<file path="src/hdl/ttfs_pkg.sv">
// Shared types, constants and the tile transpose function for the tile transpose frame store.
package ttfs_pkg;

  localparam int unsigned ByteW    = 8;
  localparam int unsigned TileRows = 8;
  localparam int unsigned RowSelW  = 3;
  localparam int unsigned CmdW     = 2;
  localparam int unsigned ColW     = 5;
  localparam int unsigned RowW     = 5;
  localparam int unsigned DataW    = 64;
  localparam int unsigned InTdataW = 80;

  localparam logic [ByteW-1:0] InvertMask = 8'hFF;

  typedef enum logic [CmdW-1:0] {
    CmdWrite  = 2'd0,
    CmdRead   = 2'd1,
    CmdRewind = 2'd2
  } cmd_e;

  typedef logic [ByteW-1:0] byte_t;

  // Row r of a tile: bit (7-k) takes bit r of column byte k.
  function automatic byte_t tile_row_byte(input logic [DataW-1:0] data,
                                          input logic [RowSelW-1:0] r);
    byte_t v;
    v = '0;
    for (int k = 0; k < TileRows; k++) begin
      v[ByteW-1-k] = data[ByteW*k + int'(r)];
    end
    return v;
  endfunction

endpackage

</file>
<file path="src/hdl/ttfs_bank.sv">
// One row-in-tile bank of the frame store: one write port, one registered read port.
module ttfs_bank #(
  parameter int unsigned Depth = 361,
  parameter int unsigned Aw    = 9
) (
  input  logic                     clk_i,
  input  logic                     we_i,
  input  logic [Aw-1:0]            waddr_i,
  input  logic [ttfs_pkg::ByteW-1:0] wdata_i,
  input  logic                     re_i,
  input  logic [Aw-1:0]            raddr_i,
  output logic [ttfs_pkg::ByteW-1:0] rdata_o
);

  logic [ttfs_pkg::ByteW-1:0] mem_q [Depth];
  logic [ttfs_pkg::ByteW-1:0] rdata_q;

  always_ff @(posedge clk_i) begin
    if (we_i) begin
      mem_q[waddr_i] <= wdata_i;
    end
    if (re_i) begin
      rdata_q <= mem_q[raddr_i];
    end
  end

  assign rdata_o = rdata_q;

endmodule

</file>
<file path="config.mk">
export PLATFORM = sky130hd
export DESIGN_NAME = ttfs_bank
export DESIGN_NICKNAME = d
export VERILOG_FILES = /design/src/hdl/ttfs_pkg.sv /design/src/hdl/ttfs_bank.sv
export SDC_FILE = /design/constraint.sdc
export NUM_CORES = 2
export LEC_CHECK = 0
export BUFFER_PORTS_ARGS = -buffer_cell sky130_fd_sc_hd__clkbuf_2
export CAP_MARGIN = 20
export CELL_PAD_IN_SITES_DETAIL_PLACEMENT = 1
export CELL_PAD_IN_SITES_GLOBAL_PLACEMENT = 1
export CORE_MARGIN = 2
export CORE_UTILIZATION = 55
export DETAILED_ROUTE_END_ITERATION = 10
export PLACE_DENSITY_LB_ADDON = 0.15
export RECOVER_POWER = 25
export SYNTH_ARGS = -nofsm -noshare
export SYNTH_HDL_FRONTEND = slang
export SYNTH_SLANG_ARGS = --single-unit
</file>
<file path="constraint.sdc">
create_clock -name clk_i -period 4.9 [get_ports clk_i]
set_clock_uncertainty 0.15 [all_clocks]
set_input_delay 0.98 -clock clk_i [delete_from_list [all_inputs] [get_ports clk_i]]
set_output_delay 0.98 -clock clk_i [all_outputs]
set_load 0.02 [all_outputs]
</file>
==> results.md <==
* RD Place Congestion at 0.906
* Final setup viols at 0
* Largest cells by area after synthesis: edfxtp_1 77%, mux4_2 13%, mux2i_1 1.6%
* Failing checks: max-capacitance violations, max-slew violations
* Layout cells sized above 1 at 28.7%
* CP delay by family, top: buffers and inverters
* Post-synthesis sequential area ratio at 77.0%
* Max Freq at 235 MHz
* Detail Route Antenna Nets at 0
* Slew of the pin with the lowest slew margin at 3.47 ns
* Worst setup path class: primary input to flip-flop
* Fin. Hold Viols at 0
* # DRC at 0
* Power Density at 405 nW/um^2
* Clk slew on worst S/H paths at 0.06 ns
* Final period utilization at 86.7%
* Buffers and inverters on the worst path at 2
* Total chip power at 52.3 mW
* Yosys cell types at 72
* Final cell count without fillers at 8906
* Max incr delay on CP at 1.75 ns
* Worst EP required at 5.21 ns
* Max-Cap Viols at 11
* Critical Path, Cell by Cell: clkbuf_2 > clkbuf_2
* CTS tree: done
* Slowest CP cell: clkbuf_2
* Synthesized Nets at 5381
* Via-per-instance ratio at 6.75
* Area growth, synth to finish at 14.4%
* Hold Crit Class: primary input to flip-flop
* Global route total overflow at 0
* Cell taking the most area after synthesis: edfxtp_1
* Worst skew pair latency at 0.96 ns
* CP Max Fanout at 116
* Avg Inst Size Synth at 21.1 um^2
* First-pass GRT wire length at 481 mm
* Leakage at 41.5 nW
* Post-synth EDFFs at 2896
* Worst vdd ir at 415 uV
* Number of CTS-inserted buffers at 310
* H-tree depth at 5
* Vias at 60100
* Hold buffers post-CTS at 0
* CP Launch Type: primary input
* Commonest cells in the netlist: 2896 x edfxtp_1, 675 x mux4_2, 442 x nor2_1
* CP endpoint kind: flip-flop
* Synth Cell Area at 113000 um^2
* Post-cts repair resize count at 0
* Clock Path Buffers at 4
* Root buffer cell: clkbuf_16
* Hold WS at 0.587 ns
* Postcts setup bufs at 0
* Port bufs at 36
* DR WL/cell at 38.0 um
* Gate Count Post-Synth at 5352
* Die Ht at 457 um
* Initial antenna violation count at 24
* Status: complete, but fails checks
* Largest net degree at the start of global routing at 130
* Ys flop type: edfxtp_1
* Min cycle time layout at 4.25 ns
* Post-synth top area share at 77.0%
* I/O pin count at 37
* Post-Route WL at 339 mm
* DR pass1 iterations at 5
* Crit path top cell by count: clkbuf_2
* Slew Limit Fails at 1017
* Post-Place Cells at 8375
* Total Routing Usage GR at 32.8%
* Die X at 457 um
* RSZ-0062 raised after global routing: no
* WP data arrival at 4.56 ns
* CORE AREA at 204000 um^2
* Number of synthesized register bits at 2896
* Ys async rst share at 0%
* Vias in the first global route at 62400
* Yosys warns at 0
* DP Wirelength at 217 mm
* Max transition margin at -131%
* Nets@finish at 6028
* Row count at 166
* Top-count cell post-synth: edfxtp_1
* DIE AREA at 209000 um^2
* DR iter-0 viols at 8629
* Starting Density at 55.2%
* CTS sink count at 2896
==> metal layers <==
| metal | share of wire, % | GRT usage (%) | vias to the layer above | wire length (um) |
|---|---|---|---|---|
| met5 | 0.025 | 0 | - | 86 |
| met4 | 4.8 | 13.9 | 14 | 16300 |
| met3 | 10 | 6.34 | 760 | 34800 |
| met2 | 48 | 51.4 | 3709 | 162000 |
| met1 | 37 | 45.7 | 32000 | 125000 |
| li1 | - | - | 23600 | - |
==> final timing paths <==
path,from,to,slack (ns),depth (start not counted)
hold / removal,re_i,rdata_o[7],0.59,1
setup / recovery,wdata_i[3],mem_q[37][3],0.65,2
setup reg to reg,mem_q[343][7],rdata_o[7],1.60,7
hold reg to reg,mem_q[360][4],rdata_o[4],0.87,5
==> registers in the layout (all words and copies together), names as in the netlist <==
name     flops
rdata_o      8
mem_q     2888
==> layout make-up <==
type	instances	area (um^2)
multi-input combinational	2126	23900
antenna	9	22.5
timing repair buffer	658	5570
clock buffer	381	8190
clock inverter	141	1110
inverter	7	37.5
fill	16700	75200
sequential	2896	87000
tap	2688	3360
==> cell usage in the layout, fill, tap and decap left out, types with 33 or more instances in the layout <==
cell	Yosys	final
buf_12	5	56
mux4_2	675	675
mux2i_1	184	184
nor2_1	442	437
o21ai_0	33	33
buf_4	50	566
clkinv_1	1	68
clkbuf_16	0	318
a22oi_1	42	42
edfxtp_1	2896	2896
a21oi_1	69	69
clkbuf_1	110	66
o22ai_1	70	70
o221ai_1	37	37
clkinv_2	0	44
nand3_1	44	40
nand2_1	205	192
nor3_1	38	38
==> where the power goes <==
group / switching (mW) / internal (mW) / total (mW) / leakage (nW)
clock: 9.36 / 12.7 / 22.1 / 4.55
sequential: 0.0241 / 27.3 / 27.3 / 26.0
combinational: 1.89 / 0.956 / 2.85 / 10.9
total: 11.3 / 41.0 / 52.3 / 41.5
==> through the flow <==
step	instance area [um^2]	setup slack [ns]	util (%)	setup TNS [ns]
3_5_place_dp	120000	-0.0305	58.7	-0.0305
3_3_place_gp	120000	-0.290	58.7	-0.314
6_report	129000	0.650	63.2	0
4_1_cts	129000	0.956	63.2	0
5_1_grt	129000	0.494	63.2	0
2_1_floorplan	113000	1.41	-	0
==> cell families after synthesis <==
group | after synthesis | synth area share, %
buffers and inverters | 330 | 1.87
AND/OR/NAND/NOR | 829 | 3.09
multiplexers | 891 | 15.5
flip-flops | 2896 | 77.0
AO/OA/AOI/OAI | 406 | 2.54
Note: power is estimated with default switching activity, not from simulation.
