[config.mk]
export PLATFORM = sky130hd
export DESIGN_NAME = ttfs_rd_ptr
export DESIGN_NICKNAME = d
export VERILOG_FILES = /design/src/hdl/ttfs_pkg.sv /design/src/hdl/ttfs_rd_ptr.sv
export SDC_FILE = /design/constraint.sdc
export NUM_CORES = 1
export LEC_CHECK = 0
export BUFFER_PORTS_ARGS = -buffer_cell sky130_fd_sc_hd__buf_2
export CORE_MARGIN = 10
export CORE_UTILIZATION = 51
export CTS_CLUSTER_DIAMETER = 100
export DETAILED_ROUTE_END_ITERATION = 6
export PLACE_DENSITY = 0.86
export SLEW_MARGIN = 15
export SYNTH_ARGS = -nofsm -noshare
export SYNTH_HDL_FRONTEND = slang
export SYNTH_SLANG_ARGS = --single-unit
[constraint.sdc]
create_clock -name clk_i -period 1.95 [get_ports clk_i]
set_input_delay 0.0975 -clock clk_i [delete_from_list [all_inputs] [get_ports clk_i]]
set_output_delay 0.0975 -clock clk_i [all_outputs]
set_load 0.02 [all_outputs]
[src/hdl/ttfs_pkg.sv]
// Shared types, constants and the tile transpose function for the tile transpose frame store.
package ttfs_pkg;

  localparam int unsigned ByteW    = 8;
  localparam int unsigned TileRows = 8;
  localparam int unsigned RowSelW  = 3;
  localparam int unsigned CmdW     = 2;
  localparam int unsigned ColW     = 5;
  localparam int unsigned RowW     = 5;
  localparam int unsigned DataW    = 64;
  localparam int unsigned InTdataW = 80;

  localparam logic [ByteW-1:0] InvertMask = 8'hFF;

  typedef enum logic [CmdW-1:0] {
    CmdWrite  = 2'd0,
    CmdRead   = 2'd1,
    CmdRewind = 2'd2
  } cmd_e;

  typedef logic [ByteW-1:0] byte_t;

  // Row r of a tile: bit (7-k) takes bit r of column byte k.
  function automatic byte_t tile_row_byte(input logic [DataW-1:0] data,
                                          input logic [RowSelW-1:0] r);
    byte_t v;
    v = '0;
    for (int k = 0; k < TileRows; k++) begin
      v[ByteW-1-k] = data[ByteW*k + int'(r)];
    end
    return v;
  endfunction

endpackage

[src/hdl/ttfs_rd_ptr.sv]
// Read pointer kept as bank select, bank address and column, stepped in raster order.
module ttfs_rd_ptr #(
  parameter int unsigned TilesAcross = 19,
  parameter int unsigned TilesDown   = 19,
  parameter int unsigned Aw          = 9
) (
  input  logic                         clk_i,
  input  logic                         rst_ni,
  input  logic                         adv_i,
  input  logic                         rewind_i,
  output logic [ttfs_pkg::RowSelW-1:0] bank_o,
  output logic [Aw-1:0]                addr_o,
  output logic                         last_o
);

  localparam int unsigned TileCount = TilesAcross * TilesDown;
  localparam int unsigned ColCntW   = (TilesAcross > 1) ? $clog2(TilesAcross) : 1;

  logic [ttfs_pkg::RowSelW-1:0] bank_q, bank_d;
  logic [Aw-1:0]                addr_q, addr_d;
  logic [ColCntW-1:0]           col_q, col_d;
  logic                         last;
  logic                         col_wrap;

  assign last = (bank_q == ttfs_pkg::RowSelW'(ttfs_pkg::TileRows - 1)) &&
                (addr_q == Aw'(TileCount - 1));
  assign col_wrap = (col_q == ColCntW'(TilesAcross - 1));

  always_comb begin
    bank_d = bank_q;
    addr_d = addr_q;
    col_d  = col_q;
    if (rewind_i || (adv_i && last)) begin
      bank_d = '0;
      addr_d = '0;
      col_d  = '0;
    end else if (adv_i) begin
      if (!col_wrap) begin
        col_d  = col_q + 1'b1;
        addr_d = addr_q + 1'b1;
      end else if (bank_q == ttfs_pkg::RowSelW'(ttfs_pkg::TileRows - 1)) begin
        // Next tile row starts right after the last tile of this one.
        col_d  = '0;
        bank_d = '0;
        addr_d = addr_q + 1'b1;
      end else begin
        // Next pixel row in the same tile row: back to its first tile.
        col_d  = '0;
        bank_d = bank_q + 1'b1;
        addr_d = addr_q - Aw'(TilesAcross - 1);
      end
    end
  end

  always_ff @(posedge clk_i or negedge rst_ni) begin
    if (!rst_ni) begin
      bank_q <= '0;
      addr_q <= '0;
      col_q  <= '0;
    end else begin
      bank_q <= bank_d;
      addr_q <= addr_d;
      col_q  <= col_d;
    end
  end

  assign bank_o = bank_q;
  assign addr_o = addr_q;
  assign last_o = last;

endmodule

==> results.toml <==
[worst_setup_path]
rrSetupSlack_ns = 0.07
critPathTopFamily = "flip-flops"
critical_path_peak_fanout = 6
reg2reg_depth = 6
crit_chain = "ha_2, ha_1, and2_4, and3_4, a21bo_4, mux2_4"
cp.arrival_ns = 2.07
crit_path_top_delay_cell = "dfrtp_2"
r2r_start = "bank_o[0]"
cpPeakStageDelay_ns = 0.44
crit_path_end_kind = "flip-flop"
cp_num_buf_inv = 0
critical_path_class = "reg2reg"
cp.required_ns = 2.14
r2r_end = "bank_o[0]"
start_kind = "flip-flop"

[timing]
fin_ws_ns = 0.07195
timing.final.crit_share_pct = 96.31
min_period_ns = 1.878
fin_skew_ns = 0.008579
timing.setup.tns_ns = 0
finalHoldViolations = 0
slew_violations = 0
rsz0062_at_grt = "no"
worst_slew_pin_slew_ns = 0.5300
relSlewSlack_pct = 64.63
setup_viol = 0
max_freq_mhz = 532.5

[yosys]
syn_inst = 130
netlist_area_mm2 = 0.001244
synth_ff_type = "dfrtp_1"
synth_top_cell_area_share_pct = 34.21
avgSynthCellArea_um2 = 9.567
ys_warn_count = 0
synth.largest_area_cell = "dfrtp_1"
syn_nets = 142
ys_types = 45
netlist_top_cells_area = "dfrtp_1 34%, ha_1 8.0%, nand4_1 3.5%, o21ai_0 3.2%, buf_2 2.4%"
yosys_register_bits = 17
synthArstFlopShare_pct = 100.0
synth_edf_count = 0
ys_seq_area_share_pct = 34.21

[detailed_routing]
drtAntennaViolNets = 0
wl_per_cell_um = 17.20
wl_um = 3079
vias_per_cell = 6.257
drc = 0
firstDrtPassIters = 4
num_vias = 1120
first_iter_violations = 98

[global_route]
grt_pass1_wl_um = 5237
grt_pass1_vias = 1135
grtUsageTotal_pct = 12.72
antenna_found_initial = 0
grt_max_degree = 18
grt_overflow = 0

[min_path]
hp-start = "rewind_i"
worstHoldEndpoint = "addr_o[3]"
hold_class = "in2reg"
hold_depth = 3

[cts]
cts_made_buffers = 3
clkSinkCount = 17
cts_root_buffer = "clkbuf_4"
cts_tree = "built"
insertion_delay_ns = 0.30
clk_pin_slew_worst_paths_ns = 0.09
clock_path_buffers = 2
htree_levels = 1

[placement]
place_ws_ns = 0.1002
routabilityCongestion = 0.8627
numPortBuffers = 16
place_hpwl_um = 2341

[final_layout]
antenna_cells = 0
syn2layout_area_growth_pct = 14.89
drive_gt1_share_pct = 30.46
fin_nets = 164

[power]
p_per_area_mw_per_mm2 = 518.0
max-vdd-ir-drop_mv = 0.3792
p_leak_nw = 0.6236

[run_status]
status = "finished clean"

[floorplanning]
rows = 17
ioPinCount = 17
core_mm2 = 0.002276
die_w_um = 69.38
start_util_pct = 54.65
die-area_mm2 = 0.004814
die_h_um = 69.38

[job]
drv_cap = 0
## power by group
group | switching [W] | total (W) | internal [W]
logic | 0.0000871 | 0.000150 | 0.0000631
clock network | 0.000118 | 0.000198 | 0.0000798
registers | 0.0000201 | 0.000392 | 0.000372
total | 0.000225 | 0.000740 | 0.000515
## final cells by class
type                       count  area (um2)
clock buffer                   4       26.28
multi-input combinational     96       752.0
sequential                    17       427.9
inverter                       9       37.54
fill                         194       847.1
timing repair buffer          25       150.1
tap                           28       35.03
## placed cells by master (no fill, tap or decap), types with 5 or more instances in the layout
master   netlist  layout
buf_2          6      16
dfrtp_1       17      15
inv_1          8       8
o21ai_0        8       8
buf_4          1       8
nand2_1        7       7
nand4_1        7       7
ha_1           8       7
nor2_1         5       5
a21oi_1        5       5
## cell usage after synthesis (2+ instances only)
cell        n
dfrtp_1    17
ha_1        8
inv_1       8
o21ai_0     8
nand2_1     7
nand4_1     7
buf_2       6
a21oi_1     5
nor2_1      5
a31oi_1     4
and3_1      4
nand3_1     4
o211ai_1    4
nor3_1      3
xor2_1      3
a2111o_1    2
a21o_1      2
a31o_2      2
mux2_4      2
mux2i_1     2
o2111ai_1   2
o22ai_1     2
## metrics by stage
step                cells  total power [W]  area (um2)  hold WS [ns]  utilization, %
floorplan             130        0.0004954        1259       -0.1981               -
global placement      172        0.0005393        1368       0.03610           60.09
detailed placement    172        0.0005478        1368       0.04854           60.09
CTS                   177        0.0007491        1404        0.2115           61.68
global route          179        0.0007841        1429        0.2366           62.78
finish                179        0.0007402        1429        0.2294           62.78
## per-layer routing
layer | vias to the layer above | global-route usage (%) | routed length, um
li1 | 537 | - | -
met1 | 551 | 14.12 | 1311
met2 | 27 | 21.57 | 1557
met3 | 5 | 2.853 | 155
met4 | 0 | 7.317 | 55
met5 | - | 0 | 0
## tightest hold or removal path: stages
cell and delay (ns):
buf_2 0.20, a2111o_1 0.13, o21ai_0 0.06
## worst max-delay path by stage
stage / startpoint / endpoint / slack, ns / depth (start not counted)
CTS: col_q[1] / bank_o[0] / 0.08 / 5
floorplan: bank_o[1] / bank_o[0] / 0.004 / 7
global route: bank_o[0] / addr_o[8] / 0.003 / 6
detailed placement: col_q[0] / addr_o[5] / 0.10 / 6
finish: bank_o[0] / bank_o[0] / 0.07 / 6
global placement: col_q[0] / bank_o[1] / 0.14 / 6
## state kept, by name, summed over array words and instances, names as in the netlist
register	cells
col_q	5
addr_o	9
bank_o	3
## repair_timing
item	in CTS	in global routing
setup endpoints to repair	0	4
buffers inserted	0	2
hold endpoints to repair	17	0
resized for setup	0	3
hold buffers	1	0
## kinds of logic after synthesis
logic type,share of synthesized area (%)
DFF,34.21
buffers and inverters,6.640
adders and majority gates,8.049
AOI/OAI and AO/OA,24.15
xor gates and xnor gates,2.113
and+or+nand+nor,20.83
muxes,4.024
No activity file was read; power rests on OpenSTA's default activity.
