`src/hdl/ttfs_pkg.sv`:
```
// Shared types, constants and the tile transpose function for the tile transpose frame store.
package ttfs_pkg;

  localparam int unsigned ByteW    = 8;
  localparam int unsigned TileRows = 8;
  localparam int unsigned RowSelW  = 3;
  localparam int unsigned CmdW     = 2;
  localparam int unsigned ColW     = 5;
  localparam int unsigned RowW     = 5;
  localparam int unsigned DataW    = 64;
  localparam int unsigned InTdataW = 80;

  localparam logic [ByteW-1:0] InvertMask = 8'hFF;

  typedef enum logic [CmdW-1:0] {
    CmdWrite  = 2'd0,
    CmdRead   = 2'd1,
    CmdRewind = 2'd2
  } cmd_e;

  typedef logic [ByteW-1:0] byte_t;

  // Row r of a tile: bit (7-k) takes bit r of column byte k.
  function automatic byte_t tile_row_byte(input logic [DataW-1:0] data,
                                          input logic [RowSelW-1:0] r);
    byte_t v;
    v = '0;
    for (int k = 0; k < TileRows; k++) begin
      v[ByteW-1-k] = data[ByteW*k + int'(r)];
    end
    return v;
  endfunction

endpackage

```
`src/hdl/ttfs_wr_dec.sv`:
```
// Write decode: range check, bank address and bit transpose of one tile.
module ttfs_wr_dec #(
  parameter int unsigned TilesAcross = 19,
  parameter int unsigned TilesDown   = 19,
  parameter int unsigned Aw          = 9
) (
  input  logic                       wr_i,
  input  logic [ttfs_pkg::ColW-1:0]  col_i,
  input  logic [ttfs_pkg::RowW-1:0]  row_i,
  input  logic [ttfs_pkg::DataW-1:0] data_i,
  output logic                       we_o,
  output logic [Aw-1:0]              addr_o,
  output ttfs_pkg::byte_t            rows_o [ttfs_pkg::TileRows]
);

  localparam int unsigned ProdW = Aw + 7;

  logic [ProdW-1:0] addr_full;

  // Drop tiles that fall off the frame.
  assign we_o = wr_i && (int'(col_i) < TilesAcross) && (int'(row_i) < TilesDown);

  assign addr_full = ProdW'(row_i) * ProdW'(TilesAcross) + ProdW'(col_i);
  assign addr_o    = addr_full[Aw-1:0];

  always_comb begin
    for (int r = 0; r < ttfs_pkg::TileRows; r++) begin
      rows_o[r] = ttfs_pkg::tile_row_byte(data_i, ttfs_pkg::RowSelW'(r));
    end
  end

endmodule

```
`config.mk`:
```
export PLATFORM = sky130hd
export DESIGN_NAME = ttfs_wr_dec
export DESIGN_NICKNAME = d
export VERILOG_FILES = /design/src/hdl/ttfs_pkg.sv /design/src/hdl/ttfs_wr_dec.sv
export SDC_FILE = /design/constraint.sdc
export NUM_CORES = 1
export LEC_CHECK = 0
export ABC_AREA = 0
export BUFFER_PORTS_ARGS = -buffer_cell sky130_fd_sc_hd__clkbuf_2
export CORE_MARGIN = 2
export CORE_UTILIZATION = 33
export DETAILED_ROUTE_END_ITERATION = 10
export GPL_TIMING_DRIVEN = 0
export PLACE_DENSITY_LB_ADDON = 0.05
export SETUP_SLACK_MARGIN = 0.02
export SLEW_MARGIN = 20
export SYNTH_ARGS = -nofsm -noshare
export SYNTH_HDL_FRONTEND = slang
export SYNTH_SLANG_ARGS = --single-unit
```
`constraint.sdc`:
```
create_clock -name vclk -period 5.96
set_input_delay 1.49 -clock vclk [all_inputs]
set_output_delay 1.49 -clock vclk [all_outputs]
set_load 0.02 [all_outputs]
```
==> impl_summary.md, run 1 <==
Status
The run finished with clean final reports.

Drt
The count of TritonRoute iterations in the first routing pass is 3. The via count is 1,068. The number of DRC markers in iteration 0 is 4.

The detail-routed net length per standard cell is 9.92 um. The remaining number of nets flagged by the antenna check after routing is 0. The average via count per standard cell is 4.05.

After detailed routing, the number of remaining DRC violations is 0. After detailed routing, the total wire length is 2620 um.

Power and ir drop
Of the total power, registers draw 0. The internal portion of the total power is 0.0960 mW. The part of the power in the clock network is 0. The share of total power dissipated in combinational logic is 1.000. The areal power density over the cells is 144 nW/um^2. The switching power is 0.129 mW. The switching fraction of total power is 0.574. IR analysis of the VDD net gives a maximum drop of 0.0672 mV. The leakage power summed over all cells is 1.01 nW.

Timing
Headroom to the max-slew limit came out at 0.812. The count of final max-slew check failures is 0. Setup repair after global routing left no endpoint under its margin. The smallest clock period supported by the final layout is computed as 5.60 ns. The maximum clock rate is 0.179 GHz. The number of hold violations in the final report came to 0. Summed over all failing endpoints, the final setup total negative slack is 0 ns.

The slew at the pin closest to its max-slew limit is 0.280 ns. Of the available clock period, the critical path in the final layout requires 0.940. The final setup violation count is 0.

Die
The starting density of the core is 0.351. The die covers 3750 um^2. The number of standard-cell rows in the floorplan is 20. The x dimension of the die is 61.2 um. The die is 61.2 um tall. The region available for standard cell placement spans 3080 um^2. The number of top-level pins is 149.

Critical path
The worst setup path is captured at a primary output. Data arrives at the worst endpoint at 4.11 ns. The required arrival time at the worst endpoint is 4.47 ns. The largest incremental delay on the critical path is 0.49 ns. The worst setup path is of the in -> out kind. The kind of start point of the critical path is an input pin. The most critical setup path has its startpoint at row_i[4]. The slowest cell on the critical path is sky130_fd_sc_hd__fa_1. The maximum fanout encountered on the critical timing path is 8.

The critical path goes through clkbuf_2 > inv_1 > fa_1 > inv_1 > ha_1 > fa_1 > ha_1 > o21ai_1 > or4b_1 > nand4_1 > clkbuf_2. The kind of cell adding the most delay to the critical path is adder cells. Counting both buffers and inverters, the worst setup path holds a total of 4.

Global route
The via count of the first global-routing pass is 915. The largest net degree at the start of global routing is 9. The global routing usage summed across all routing layers is 0.125. The initial antenna violation count was 0. The global route total overflow is 0. For met2 alone, demand over resource in global routing was 0.255. In the global route stage, met1 resource usage came out at 0.142. The global routing's busiest layer is met2. The first global-routing pass estimated 3760 um of wire.

For this run, global-route usage on met3 was measured as 0.0147.

Synth
The main combinational cell family by area after synthesis is buffers and inverters. The adder and majority cell fraction of the synthesized area is 0.308. The post-synthesis share of cell area spent on xor and xnor gates is 0.0243. The area fraction of the dominant cell type after synthesis is 0.444. The synthesized netlist contains 24 unique library cells. The average instance area after synthesis is 8.01 um^2. The library cell occupying the most area in the post-synthesis netlist is sky130_fd_sc_hd__buf_4. By count the netlist is led by 64 x sky130_fd_sc_hd__buf_4, 19 x sky130_fd_sc_hd__inv_1, 17 x sky130_fd_sc_hd__ha_1, 6 x sky130_fd_sc_hd__fa_1, 4 x sky130_fd_sc_hd__nor3b_1.

Counting every net in the synthesized netlist gives 233. The simple-gate share of the synthesized area is 0.0671. Of the post-synthesis cell area, the part taken by muxes is 0. The share of the synthesized area in compound gates (AO/OA/AOI/OAI) is 0.0903.

The post-synthesis instance area is 1080 um^2. In the post-synthesis netlist, the biggest area contributors are sky130_fd_sc_hd__buf_4 44%, sky130_fd_sc_hd__ha_1 20%, sky130_fd_sc_hd__fa_1 11%. The synthesized instance count is 135. Of the synthesized area, sequential elements account for 0. For this run, the number of Yosys warnings is 0.

In the post-synthesis netlist, the cell with the most instances is sky130_fd_sc_hd__buf_4.

Clock tree
The number of instances resized during post-cts repair is 0. Hold repair after CTS inserted 0 buffers. The post-CTS setup-driven buffer insertion count is 0.

Finish
The area growth from synthesis to layout is 44.4%. The combined area of the multi-input logic cells is 529 um^2. The layout has 0 clock buffers. Registers take 0 um^2. The number of antenna diodes is 0.

Of the cells placed in the final design, the portion with a size suffix greater than 1 is 0.682. The number of fillers in the final layout is 338. The final layout contains 320 nets. The number of standard cells in the layout, taps in and fillers out is 264.

The layout sequential cell count is 0.

Placed design
The number of buffer cells added on primary ports is 85. Counting tap cells, the placed design contains a total of 264 instances. The wire-length estimate of the detail-placed layout is 2520 um. Routability-driven placement finished with a final weighted congestion of 0.755.

Run
The number of maximum-capacitance violations is 0.

Min path
The kind of path behind the tightest hold check is in -> out. The startpoint identified for the worst hold timing path is data_i[45].
cells in the final DEF (no fill, tap or decap), types with 2 or more instances in the layout:
| master | count |
|---|---|
| sky130_fd_sc_hd__ha_1 | 17 |
| sky130_fd_sc_hd__a21oi_1 | 3 |
| sky130_fd_sc_hd__xnor2_1 | 2 |
| sky130_fd_sc_hd__fa_1 | 6 |
| sky130_fd_sc_hd__inv_1 | 19 |
| sky130_fd_sc_hd__clkbuf_2 | 85 |
| sky130_fd_sc_hd__a211oi_1 | 3 |
| sky130_fd_sc_hd__o21ai_0 | 2 |
| sky130_fd_sc_hd__buf_4 | 64 |
| sky130_fd_sc_hd__nor3b_1 | 4 |
power groups by stage:
stage	registers (mW)	clock network (mW)	logic [mW]
after floorplan	0	0	0.168
after global placement	0	0	0.227
after detailed placement	0	0	0.229
after CTS	0	0	0.230
after global routing	0	0	0.250
final	0	0	0.225
path summary, 6_finish.rpt:
kind	end	slack [ns]	cells after the start
min	rows_o[18]	3.20	2
max	addr_o[7]	0.36	11
per-layer routing:
layer	routed length (um)	part of all wire
met4	0	0
met3	296	0.11
met5	0	0
met2	1480	0.57
met1	841	0.32
metrics by stage:
stage	hold slack, ns	cell area (um^2)	power [mW]	worst slack (ns)	utilization
floorplan	3.09	1080	0.168	0.664	-
global placement	3.21	1560	0.227	0.358	0.507
detailed placement	3.21	1560	0.229	0.352	0.507
CTS	3.21	1560	0.230	0.348	0.507
global route	3.21	1560	0.250	0.178	0.507
finish	3.20	1560	0.225	0.358	0.507
cells by family after synthesis:
logic type               after synthesis
buffers and inverters                 83
adder cells (fa/ha/maj)               23
AO/OA/AOI/OAI                         15
AND/OR/NAND/NOR                       11
XOR/XNOR                               3
area by class of cell:
| type | instances | area share |
|---|---|---|
| well taps | 44 | 0.0353 |
| inverters | 19 | 0.0457 |
| plain buffers | 64 | 0.308 |
| repair buffers | 85 | 0.272 |
| multi-input cells | 52 | 0.339 |
(Power assumes the default switching activity.)
==> inputs of run 2 (changes only) <==
--- a/config.mk
+++ b/config.mk
@@ -5,10 +5,10 @@
 export SDC_FILE = /design/constraint.sdc
 export NUM_CORES = 1
 export LEC_CHECK = 0
-export ABC_AREA = 0
+export ABC_AREA = 1
 export BUFFER_PORTS_ARGS = -buffer_cell sky130_fd_sc_hd__clkbuf_2
 export CORE_MARGIN = 2
-export CORE_UTILIZATION = 33
+export CORE_UTILIZATION = 32
 export DETAILED_ROUTE_END_ITERATION = 10
 export GPL_TIMING_DRIVEN = 0
 export PLACE_DENSITY_LB_ADDON = 0.05
==> run 2 against run 1 <==
  * Synthesized area fell by 0.81%
  * Highest routed layer unchanged
  * Routed wire length down 16%
  * Global-route usage decreased by 3.4 points
  * Setup slack improved by 0.36 ns
  * First-iteration DRC count rose to 4.5 times the previous value
  * Critical path type unchanged
  * Critical path depth up 1
  * Fmax increased by 6.9%
  * Power down 3.7%
  * Non-clock buffer count unchanged
  * Cell area shrank 0.40%
  * Worst hold slack got worse by 0.00074 ns
  * Largest power group unchanged
==> impl_summary.md, run 2 <==
Run
The number of maximum-capacitance violations is 0 (unchanged).

Timing
The remaining max-slew budget at the tightest pin is 0.888 (+0.0756). The setup TNS is 0 ns (unchanged). The worst-case hold slack is 3.20 ns (-0.000740 ns). The number of hold violations in the final report was 0 (unchanged). The slew at the pin closest to its max-slew limit is 0.168 ns (-0.112 ns).

The count of final max-slew check failures is 0 (unchanged). The portion of the clock cycle consumed by the worst path in the final layout came to 0.879 (-0.0605). The post-layout minimum cycle time came to 5.24 ns (-0.361 ns).

The final setup violation count came to 0 (unchanged). The maximum clock rate was 0.191 GHz (+6.9%). Setup repair after global routing left no endpoint under its margin.

Clock tree
The post-CTS setup-driven buffer insertion count is 0 (unchanged). The number of instances resized during post-cts repair is 0 (unchanged). The hold buffer count at CTS is 0 (unchanged).

Die
The full die area is 3830 um^2 (+2.1%). The starting density of the core is 0.326 (-0.0247). The x dimension of the die was 61.9 um (+1.1%). The die boundary height is 61.9 um (+1.1%). The number of top-level pins is 149 (unchanged). The number of standard-cell rows in the floorplan is 21 (+5.0%). The core area was 3280 um^2 (+6.7%).

Status
The flow ran to the end, and the final reports show no timing, DRC or antenna violations.

Finish
The number of fillers in the final layout is 341 (+0.89%). The share of post-route cells with drive strength above 1 is 0.670 (-0.0123). The layout sequential cell count is 0 (unchanged).

The number of nets in the final layout was 330 (+3.1%). The count of clock buffers in the final design is 0 (unchanged). In the layout the commonest cells are 85 x sky130_fd_sc_hd__clkbuf_2, 64 x sky130_fd_sc_hd__buf_4, 19 x sky130_fd_sc_hd__inv_1, 19 x sky130_fd_sc_hd__nand2_1, 17 x sky130_fd_sc_hd__ha_1.

Leaving out fill and tap cells, the most frequent cell in the layout is sky130_fd_sc_hd__clkbuf_2. The area occupied by registers is 0 um^2 (unchanged). The combined area of the multi-input logic cells is 502 um^2 (-5.2%).

The synthesis-to-finish area growth is 45.0%. The number of antenna diodes was 0 (unchanged). The number of standard cells in the layout, taps in and fillers out is 276 (+4.5%).

Synth
The total nets after synthesis is 243 (+4.3%). sky130_fd_sc_hd__buf_4 is the most common cell in the netlist. The library cell occupying the most area in the post-synthesis netlist is sky130_fd_sc_hd__buf_4. The synthesized instance count is 145 (+7.4%).

The number of distinct standard cells referenced by the synthesized netlist is 15 (-38%). The post-synthesis instance area was 1070 um^2 (-0.81%). The area fraction of the dominant cell type after synthesis was 0.448 (+0.00363). The number of synthesis warnings was 0 (unchanged).

Counting instances in the post-synthesis netlist gives the leading cell types as 64 x sky130_fd_sc_hd__buf_4, 19 x sky130_fd_sc_hd__inv_1, 19 x sky130_fd_sc_hd__nand2_1, 17 x sky130_fd_sc_hd__ha_1, 6 x sky130_fd_sc_hd__fa_1. The sequential share of the synthesized area is 0 (unchanged). The average instance area after synthesis is 7.40 um^2 (-7.7%). Yosys attributes the largest share of cell area to sky130_fd_sc_hd__buf_4 45%, sky130_fd_sc_hd__ha_1 20%, sky130_fd_sc_hd__fa_1 11%.

Global route
The initial antenna violation count came to 0 (unchanged). The global-route wire length before repair was 2820 um (-25%). The global route total overflow is 0 (unchanged). The global routing usage summed across all routing layers was 0.0911 (-0.0337). The via count of the first global-routing pass was 734 (-20%). The largest net degree at the start of global routing is 6 (-3).

Power and ir drop
The leakage power summed over all cells is 1.04 nW (+3.8%). The peak ir drop on the vdd network is 0.0871 mV (+30%). The areal power density over the cells was 140 nW/um^2 (-3.3%).

Placed design
The number of buffer cells added on primary ports is 85 (unchanged). The placed cell count is 276 (+4.5%). The post-DP HPWL came to 2140 um (-15%).

The placer congestion estimate is 0.664 (-12%).

Critical path
The required arrival time at the worst endpoint is 4.47 ns (about the same). The kind of critical path is in -> out. STA classifies the critical path startpoint as an input pin. The type of destination of the critical path is a primary output. The maximum fanout encountered on the critical timing path is 3 (-5). The data arrival time of the worst path is 3.75 ns (-0.36 ns).

Drt
The DRC violation count after routing is 0 (unchanged). The detail-routed net length per standard cell is 7.96 um (-20%). The average via count per standard cell came to 3.74 (-7.7%). The count of TritonRoute iterations in the first routing pass came to 4 (+1). The remaining number of nets flagged by the antenna check after routing is 0 (unchanged).

The number of DRC markers in iteration 0 is 18 (+14). The final routed wirelength across all metal layers is 2200 um (-16%). The via count came to 1,031 (-3.5%).

Min path
The tightest min-delay check is of the in -> out type.
run 2: cell count changes after synthesis, sizes merged, moves of 2 or more:
cell,before,now
o21ai,3,0
clkinv,0,2
a21o,2,0
a211oi,3,0
nor3b,4,0
inv,19,22
nor2,1,3
nand3,1,5
nand2,1,19
run 2: logic make-up after synthesis:
group | Yosys count | share of synthesized area
XOR/XNOR | 3 | 0.0245
buffers and inverters | 88 | 0.532
AND/OR/NAND/NOR | 28 | 0.117
AO/OA/AOI/OAI | 3 | 0.0163
adder cells (fa/ha/maj) | 23 | 0.310
run 2: final timing paths:
| path | from | endpoint | slack, ns | cells past startpoint |
|---|---|---|---|---|
| hold / removal | data_i[52] | rows_o[25] | 3.20 | 2 |
| setup / recovery | row_i[3] | addr_o[6] | 0.72 | 12 |
run 2: per-stage QoR:
| stage | worst slack (ns) | utilization | cell area, um^2 | total power, mW |
|---|---|---|---|---|
| 2_1_floorplan | 0.875 | - | 1070 | 0.166 |
| 3_3_place_gp | 0.667 | 0.474 | 1560 | 0.220 |
| 3_5_place_dp | 0.690 | 0.474 | 1560 | 0.221 |
| 4_1_cts | 0.685 | 0.474 | 1560 | 0.222 |
| 5_1_grt | 0.563 | 0.474 | 1560 | 0.242 |
| 6_report | 0.719 | 0.474 | 1560 | 0.217 |
run 2: routing by layer:
metal  vias to the layer above  track usage  routed length [um]
met5                         -            0                   0
met4                         0            0                   0
met3                         0            0                 294
met2                        79        0.162                1060
met1                       406        0.132                 839
li1                        546            -                   -
run 2: where the power goes:
part | switching [mW] | total, mW | internal [mW]
combinational | 0.126 | 0.217 | 0.0912
sequential | 0 | 0 | 0
clock | 0 | 0 | 0
total | 0.126 | 0.217 | 0.0912
run 2: critical path, cell delays in order:
cell,delay (ns)
sky130_fd_sc_hd__clkbuf_2,0.11
sky130_fd_sc_hd__inv_1,0.09
sky130_fd_sc_hd__fa_1,0.50
sky130_fd_sc_hd__inv_1,0.04
sky130_fd_sc_hd__ha_1,0.19
sky130_fd_sc_hd__fa_1,0.46
sky130_fd_sc_hd__ha_1,0.32
sky130_fd_sc_hd__inv_1,0.09
sky130_fd_sc_hd__nand2_1,0.08
sky130_fd_sc_hd__nand2_1,0.08
sky130_fd_sc_hd__xnor2_1,0.11
sky130_fd_sc_hd__clkbuf_2,0.19
run 2: area by class of cell:
class,instances,area share
buffer,64,0.309
inverter,24,0.0579
multi-input combinational,57,0.323
tap,46,0.0370
timing repair buffer,85,0.274
==> inputs of run 3 (changes only) <==
--- a/config.mk
+++ b/config.mk
@@ -11,7 +11,7 @@
 export CORE_UTILIZATION = 32
 export DETAILED_ROUTE_END_ITERATION = 10
 export GPL_TIMING_DRIVEN = 0
-export PLACE_DENSITY_LB_ADDON = 0.05
+export PLACE_DENSITY = 0.91
 export SETUP_SLACK_MARGIN = 0.02
 export SLEW_MARGIN = 20
 export SYNTH_ARGS = -nofsm -noshare
==> run 3 against run 2 <==
  * Worst hold slack is essentially flat
  * Cell area stayed put
  * Fmax is 1.1% lower
  * Sequential cell count is the same
  * Power increased by 1.9%
  * Final cell count unchanged
  * Global-route usage grew 1.1 points
  * Utilization did not move
  * First-iteration DRC count shrank 61%
  * Routed wire length rose by 8.5%
  * Non-clock buffer count unchanged
  * Critical path type unchanged
  * Largest cell class unchanged
  * Highest routed layer unchanged
==> impl_summary.md, run 3 (synthesis gave the netlist of run 2 again) <==
Power and ir drop
The switching fraction of total power is 0.588 (+0.00785). The total internal power is 0.0913 mW (about the same). The areal power density over the cells is 142 nW/um^2 (+1.9%). The share of total power in sequential cells is 0 (unchanged). The part of the power in the clock network is 0 (unchanged). The peak ir drop on the vdd network is 0.0707 mV (-19%).

The leakage power summed over all cells is 1.04 nW (unchanged). The switching power was 0.130 mW (+3.3%). The proportion of power drawn by combinational gates came to 1.000 (about the same).

Global route
The global route total overflow is 0 (unchanged). The via count of the first global-routing pass is 799 (+8.9%). The initial antenna violation count came to 0 (unchanged).

The global-route wire length before repair came to 3110 um (+10%). The global routing usage summed across all routing layers is 0.102 (+0.0106). The largest net degree at the start of global routing was 6 (unchanged).

Run
The number of maximum-capacitance violations was 0 (unchanged).

Drt
The average via count per standard cell is 3.79 (+1.6%). The via count is 1,047 (+1.6%). The number of DRC markers in iteration 0 is 7 (-11). The highest metal layer carrying signal wires in the routed design is met3. The final routed wirelength across all metal layers is 2390 um (+8.5%). The remaining number of nets flagged by the antenna check after routing was 0 (unchanged). The detailed-route wire length on metal 1 is 829 um (-1.2%).

The met3 wire length was 235 um (-20%). The detail-routed net length per standard cell is 8.64 um (+8.5%). The DRC violation count after routing is 0 (unchanged). The routed length on met2 was 1320 um (+24%). The count of TritonRoute iterations in the first routing pass was 3 (-1).

Finish
The number of nets in the final layout is 330 (unchanged). The synthesis-to-finish area growth is 45.0% (unchanged). The share of post-route cells with drive strength above 1 came to 0.670 (unchanged). The area occupied by registers is 0 um^2 (unchanged). Leaving out fill and tap cells, the most frequent cell in the layout is sky130_fd_sc_hd__clkbuf_2. The count of clock buffers in the final design is 0 (unchanged).

The final design area excluding fillers is 1560 um^2 (unchanged). The number of antenna diodes came to 0 (unchanged). The layout sequential cell count is 0 (unchanged). The library cells used most frequently in the layout, excluding fill and tap cells, are 85 x sky130_fd_sc_hd__clkbuf_2, 64 x sky130_fd_sc_hd__buf_4, 19 x sky130_fd_sc_hd__inv_1, 19 x sky130_fd_sc_hd__nand2_1, 17 x sky130_fd_sc_hd__ha_1.

Critical path
The worst setup path is launched from an input pin. The kind of critical path is in -> out. The required arrival time at the worst endpoint came to 4.47 ns (about the same). The data arrival time of the worst path is 3.81 ns (+0.06 ns). The type of destination of the critical path is a primary output.

The maximum fanout encountered on the critical timing path is 3 (unchanged).

Placed design
The standard cell area after detailed placement is 1560 um^2 (unchanged). The post-DP HPWL came to 2340 um (+9.2%). The number of buffer cells added on primary ports is 85 (unchanged). The placer congestion estimate came to 0.729 (+9.8%).

Status
The run finished with clean final reports.

Timing
The setup TNS is 0 ns (unchanged). The number of hold violations in the final report came to 0 (unchanged). The post-layout minimum cycle time is 5.30 ns (+0.0583 ns). Setup repair after global routing left no endpoint under its margin.

The portion of the clock cycle consumed by the worst path in the final layout came to 0.889 (+0.00978). The count of final max-slew check failures was 0 (unchanged). The slew at the pin closest to its max-slew limit is 0.178 ns (+0.00977 ns). The final setup violation count was 0 (unchanged). The remaining max-slew budget at the tightest pin is 0.881 (-0.00639). The maximum clock rate came to 0.189 GHz (-1.1%).

Die
The core area is 3280 um^2 (unchanged). The starting density of the core is 0.326 (unchanged). The x dimension of the die was 61.9 um (unchanged).

The number of top-level pins came to 149 (unchanged). The number of standard-cell rows in the floorplan was 21 (unchanged). The die boundary height came to 61.9 um (unchanged). The full die area is 3830 um^2 (unchanged).

Min path
The tightest min-delay check is of the in -> out type.

Clock tree
The hold buffer count at CTS is 0 (unchanged). The number of instances resized during post-cts repair came to 0 (unchanged). The post-CTS setup-driven buffer insertion count is 0 (unchanged).
[run 3: cell counts in the layout (fill, tap and decap cells not counted)]
Identical to the previous run, type by type.
[run 3: final cells by class]
cell class | count | area (um^2)
repair buffers | 85 | 425
multi-input cells | 57 | 502
inverters | 24 | 90.1
plain buffers | 64 | 480
well taps | 46 | 57.6
fillers | 331 | 1730
[run 3: critical path, cell delays in order]
cell and delay (ns):
sky130_fd_sc_hd__clkbuf_2 0.11, sky130_fd_sc_hd__inv_1 0.09, sky130_fd_sc_hd__fa_1 0.52, sky130_fd_sc_hd__inv_1 0.04
sky130_fd_sc_hd__ha_1 0.19, sky130_fd_sc_hd__fa_1 0.47, sky130_fd_sc_hd__ha_1 0.32, sky130_fd_sc_hd__inv_1 0.09
sky130_fd_sc_hd__nand2_1 0.09, sky130_fd_sc_hd__nand2_1 0.09, sky130_fd_sc_hd__xnor2_1 0.12, sky130_fd_sc_hd__clkbuf_2 0.19
[run 3: through the flow]
stage / power, mW / util / cells / hold slack [ns] / setup slack (ns)
2_1_floorplan: 0.166 / - / 145 / 3.09 / 0.875
3_3_place_gp: 0.219 / 0.474 / 276 / 3.20 / 0.702
3_5_place_dp: 0.224 / 0.474 / 276 / 3.20 / 0.647
4_1_cts: 0.226 / 0.474 / 276 / 3.20 / 0.631
5_1_grt: 0.248 / 0.474 / 276 / 3.21 / 0.489
6_report: 0.221 / 0.474 / 276 / 3.20 / 0.661
[run 3: path summary, 6_finish.rpt]
check        from        end  slack, ns  cells past startpoint
max      row_i[3]  addr_o[6]       0.66                     12
min    data_i[63]  rows_o[0]       3.20                      2
[run 3: power groups by stage]
stage                     registers [mW]  logic [mW]  clock network, mW
after global placement                 0       0.219                  0
after CTS                              0       0.226                  0
after detailed placement               0       0.224                  0
after floorplan                        0       0.166                  0
final                                  0       0.221                  0
after global routing                   0       0.248                  0
[run 3: layer usage]
metal / vias up / global-route usage
met4: 0 / 0
met5: - / 0
met1: 438 / 0.124
met2: 66 / 0.205
li1: 543 / -
met3: 0 / 0.00621
